--- config.mk ---
export PLATFORM = sky130hd
export DESIGN_NAME = kcp_front
export DESIGN_NICKNAME = d
export VERILOG_FILES = /design/src/rtl/kcp_pkg.sv /design/src/rtl/kcp_front.sv
export SDC_FILE = /design/constraint.sdc
export NUM_CORES = 1
export LEC_CHECK = 0
export BUFFER_PORTS_ARGS = -buffer_cell sky130_fd_sc_hd__buf_4
export CAP_MARGIN = 20
export CELL_PAD_IN_SITES_DETAIL_PLACEMENT = 1
export CELL_PAD_IN_SITES_GLOBAL_PLACEMENT = 2
export CORE_ASPECT_RATIO = 1.5
export CORE_MARGIN = 2
export CORE_UTILIZATION = 40
export DETAILED_ROUTE_END_ITERATION = 10
export PLACE_DENSITY_LB_ADDON = 0.1
export RECOVER_POWER = 50
export SKIP_CTS_REPAIR_TIMING = 1
export SYNTH_ARGS = -nofsm -noshare
export SYNTH_HDL_FRONTEND = slang
export SYNTH_SLANG_ARGS = --single-unit
--- constraint.sdc ---
create_clock -name aclk -period 3 [get_ports aclk]
set_clock_uncertainty 0.05 [all_clocks]
set_input_delay 0.3 -clock aclk [delete_from_list [all_inputs] [get_ports aclk]]
set_output_delay 0.3 -clock aclk [all_outputs]
set_load 0.05 [all_outputs]
--- src/rtl/kcp_pkg.sv ---
// Shared types and constants for the k-core peeling unit.
package kcp_pkg;

    localparam int NODE_W     = 10;
    localparam int WIDX_W     = 4;
    localparam int DEG_W      = 14;
    localparam int K_W        = 14;
    localparam int NCNT_W     = 11;
    localparam int CORE_W     = 11;
    localparam int MASK_W     = 64;
    localparam int EDGE_W     = 2 * NODE_W;
    localparam int CFG_IDX_W  = 1;
    localparam int CFG_DATA_W = 14;
    localparam int S_DATA_W   = 24;
    localparam int S_USER_W   = 2;
    localparam int M_DATA_W   = 80;

    localparam int MAX_NODES_DEF = 1024;
    localparam int MAX_EDGES_DEF = 4096;

    localparam logic [DEG_W-1:0] DEG_MAX = {DEG_W{1'b1}};

    typedef enum logic [1:0] {
        ACT_ADD   = 2'd0,
        ACT_RUN   = 2'd1,
        ACT_READ  = 2'd2,
        ACT_CLEAR = 2'd3
    } action_t;

    typedef enum logic [1:0] {
        ST_OK    = 2'd0,
        ST_FULL  = 2'd1,
        ST_RANGE = 2'd2
    } status_t;

    typedef enum logic [CFG_IDX_W-1:0] {
        CFG_K     = 1'b0,
        CFG_NODES = 1'b1
    } cfg_idx_t;

    typedef struct packed {
        action_t             action;
        logic [NODE_W-1:0]   node_a;
        logic [NODE_W-1:0]   node_b;
        logic [WIDX_W-1:0]   word_index;
    } cmd_t;

    function automatic logic [DEG_W-1:0] deg_inc(input logic [DEG_W-1:0] d);
        deg_inc = (d == DEG_MAX) ? DEG_MAX : d + 1'b1;
    endfunction

endpackage

--- src/rtl/kcp_front.sv ---
// Front end: accepts stream transactions, decodes them and queues commands.
module kcp_front (
    input  logic                          aclk,
    input  logic                          aresetn,
    input  logic                          s_tvalid,
    output logic                          s_tready,
    input  logic [kcp_pkg::S_DATA_W-1:0]  s_tdata,  // node_a, node_b, word_index
    input  logic [kcp_pkg::S_USER_W-1:0]  s_tuser,  // action
    output logic                          cmd_valid,
    output kcp_pkg::cmd_t                 cmd,
    input  logic                          cmd_pop
);
    import kcp_pkg::*;

    localparam int QD = 4;

    cmd_t       q_mem [QD];
    logic [1:0] wr_ptr_reg, rd_ptr_reg;
    logic [2:0] cnt_reg;
    cmd_t       in_cmd;
    logic       push;

    always_comb begin
        in_cmd.action     = action_t'(s_tuser);
        in_cmd.node_a     = s_tdata[9:0];
        in_cmd.node_b     = s_tdata[19:10];
        in_cmd.word_index = s_tdata[23:20];
    end

    assign s_tready  = (cnt_reg != 3'(QD));
    assign push      = s_tvalid && s_tready;
    assign cmd_valid = (cnt_reg != 3'd0);
    assign cmd       = q_mem[rd_ptr_reg];

    always_ff @(posedge aclk) begin
        if (push) begin
            q_mem[wr_ptr_reg] <= in_cmd;
        end
    end

    always_ff @(posedge aclk) begin
        if (!aresetn) begin
            wr_ptr_reg <= '0;
            rd_ptr_reg <= '0;
            cnt_reg    <= '0;
        end else begin
            if (push) wr_ptr_reg <= wr_ptr_reg + 1'b1;
            if (cmd_pop) rd_ptr_reg <= rd_ptr_reg + 1'b1;
            if (push && !cmd_pop) cnt_reg <= cnt_reg + 1'b1;
            else if (!push && cmd_pop) cnt_reg <= cnt_reg - 1'b1;
        end
    end

endmodule

==> flow_summary.toml <==
[timing]
slew_headroom_pct = 47.31
min_period_ns = 2.394
slew_violations = 0
max_freq_ghz = 0.4178
period_share_pct = 79.79
rsz0062_at_grt = "no"
hold_violations = 0
setup_viol = 0
worstMarginPinSlew_ns = 0.7904
final.setup.tns_ns = 0

[synthesis]
synthFlopType = "edfxtp_1"
synth_area_sq_um = 4263
syn_nets = 220
syn_inst = 184
synth.avg_cell_area_sq_um = 23.17
synth_edf_count = 104
synth_top_area_share_pct = 73.26
yosys_warnings = 0
ys_seq_area_share_pct = 77.49
ys_ff_latch = 113
yosysTopAreaCell = "edfxtp_1"
synth.most_common_cell = "edfxtp_1"
synth.top_cells.by_count = "edfxtp_1, mux4_2, dfxtp_1, and2_1"
synth.top_cells.by_area = "edfxtp_1, mux4_2, dfxtp_1"
ys_types = 23
synth-async-reset-ratio_pct = 0

[floorplan]
ios = 58
die_height_um = 130.4
die_w_um = 88.29
initial_core_util_pct = 40.70
rows = 46
core_area_sq_um = 10480
die-area_sq_um = 11520

[cts]
clockBufferDepth = 2
clkSinkCount = 113
htree_levels = 4
cts.root.buffer_cell = "clkbuf_16"
numCtsBuffers = 17
clock_latency_ns = 0.41
clkTransAtPathRegs_ns = 0.05
cts_tree = "built"

[detailed_routing]
drt_iter0_drc = 89
wl_per_cell_um = 18.44
wl_met3_um = 356
first_pass_iters = 4
dr.max_layer_used = "met4"
via_count = 1983
drc = 0
routed_wl_um = 7654
dr_wl_met2_um = 4235
vias_per_cell = 4.778
wl_met1_um = 2944
route.antenna.remaining_nets = 0

[setup_path]
worst-setup-path-type = "reg2out"
cp-start-kind = "flop"
arrival_ns = 2.04
crit_required_ns = 2.65
reg2reg_from = "cnt_reg[0]$_SDFFE_PN0P_"
crit_fanout = 17
end_kind = "output pin"

[placement]
dp_hpwl_um = 4744
dpl_cell_area_sq_um = 4860
gp_congestion = 0.6755
numPortBuffers = 57

[finish]
final-seq-area_sq_um = 3304
largest_reg_flops = 104
drive_above_1_share_pct = 29.89
fillers = 997
num_antenna_cells = 0
fin_nets = 295
multi_input_area_sq_um = 874.6
area_growth_pct = 24.01
post-route-cell-area_sq_um = 5286

[global_route]
grtUsageTotal_pct = 14.90
grt_pass1_wl_um = 11860
grt.overflow.total = 0
grt_max_degree = 27
antenna_found_initial = 0
grt_pass1_vias = 2165

[power]
ir_drop_uv = 474.2
power_density_nw_per_um2 = 869.9
power.leakage_nw = 1.797

[worst_hold_path]
hold_class = "in2reg"
hp-start = "s_tdata[18]"

[outcome]
status = "finished clean"

[run]
maxCapViolCount = 0
-- report_power, final --
group          internal [mW]  total, mW  switching, mW
Clock                   1.20       1.81          0.613
Sequential              1.90       1.96         0.0649
Combinational          0.276      0.825          0.549
-- path summary, 6_finish.rpt --
check	to	cells past startpoint	slack [ns]
max reg2reg	cnt_reg[2]$_SDFFE_PN0P_	8	0.77
min	q_mem[2][12]$_DFFE_PP_	1	0.09
min reg2reg	wr_ptr_reg[1]$_SDFFE_PN0P_	2	0.46
max	cmd[23]	3	0.61
-- worst max-delay path, cell delays in order, from the launching register on --
cell,delay [ns]
dfxtp_2,0.57
buf_12,0.25
mux4_1,0.60
buf_4,0.21
-- layout make-up --
class	instances	share of cell area (%)
clock inverters	8	1.680
inverters	4	0.2840
flip-flops and latches	113	62.51
multi-input cells	60	16.54
repair buffers	63	7.101
clock buffers	23	8.473
well taps	144	3.408
-- metrics by stage --
| stage | std cells | worst slack (ns) | utilization, % | hold slack, ns | power, mW |
|---|---|---|---|---|---|
| 2_1_floorplan | 184 | 0.9546 | - | 0.3489 | 2.579 |
| 3_3_place_gp | 384 | 0.7997 | 46.39 | 0.4512 | 2.855 |
| 3_5_place_dp | 384 | 0.7368 | 46.39 | 0.4517 | 2.865 |
| 4_1_cts | 415 | 0.5210 | 51.52 | 0.02322 | 4.699 |
| 5_1_grt | 415 | 0.4592 | 50.47 | 0.09719 | 4.787 |
| 6_report | 415 | 0.6063 | 50.47 | 0.09264 | 4.599 |
-- layout by cell type (no fill, tap or decap), drive strengths merged --
cell type / count
a21boi: 2
and2: 8
buf: 33
bufinv: 2
clkbuf: 53
clkinv: 6
dfxtp: 9
edfxtp: 104
fa: 1
ha: 5
inv: 4
mux2i: 3
mux4: 26
nand2: 6
nor2: 1
nor2b: 1
o21ai: 1
or3: 2
xnor2: 2
xor2: 2
-- kinds of logic (layout without fill, tap and decap cells) --
family	Yosys count	in the layout	share of synthesized area, %
AOI/OAI and AO/OA	3	3	0.5576
xor gates and xnor gates	4	4	0.8220
adders and majority gates	6	6	1.937
buffers and inverters	11	98	1.996
DFF	113	113	77.49
muxes	29	29	14.97
and+or+nand+nor	18	18	2.231
-- layer usage --
layer | vias up | GRT usage [%]
met2 | 47 | 24.99
met1 | 1019 | 16.37
li1 | 904 | -
met5 | - | 0
met4 | 0 | 6.684
met3 | 13 | 6.281
Note: power is estimated with default switching activity, not from simulation.
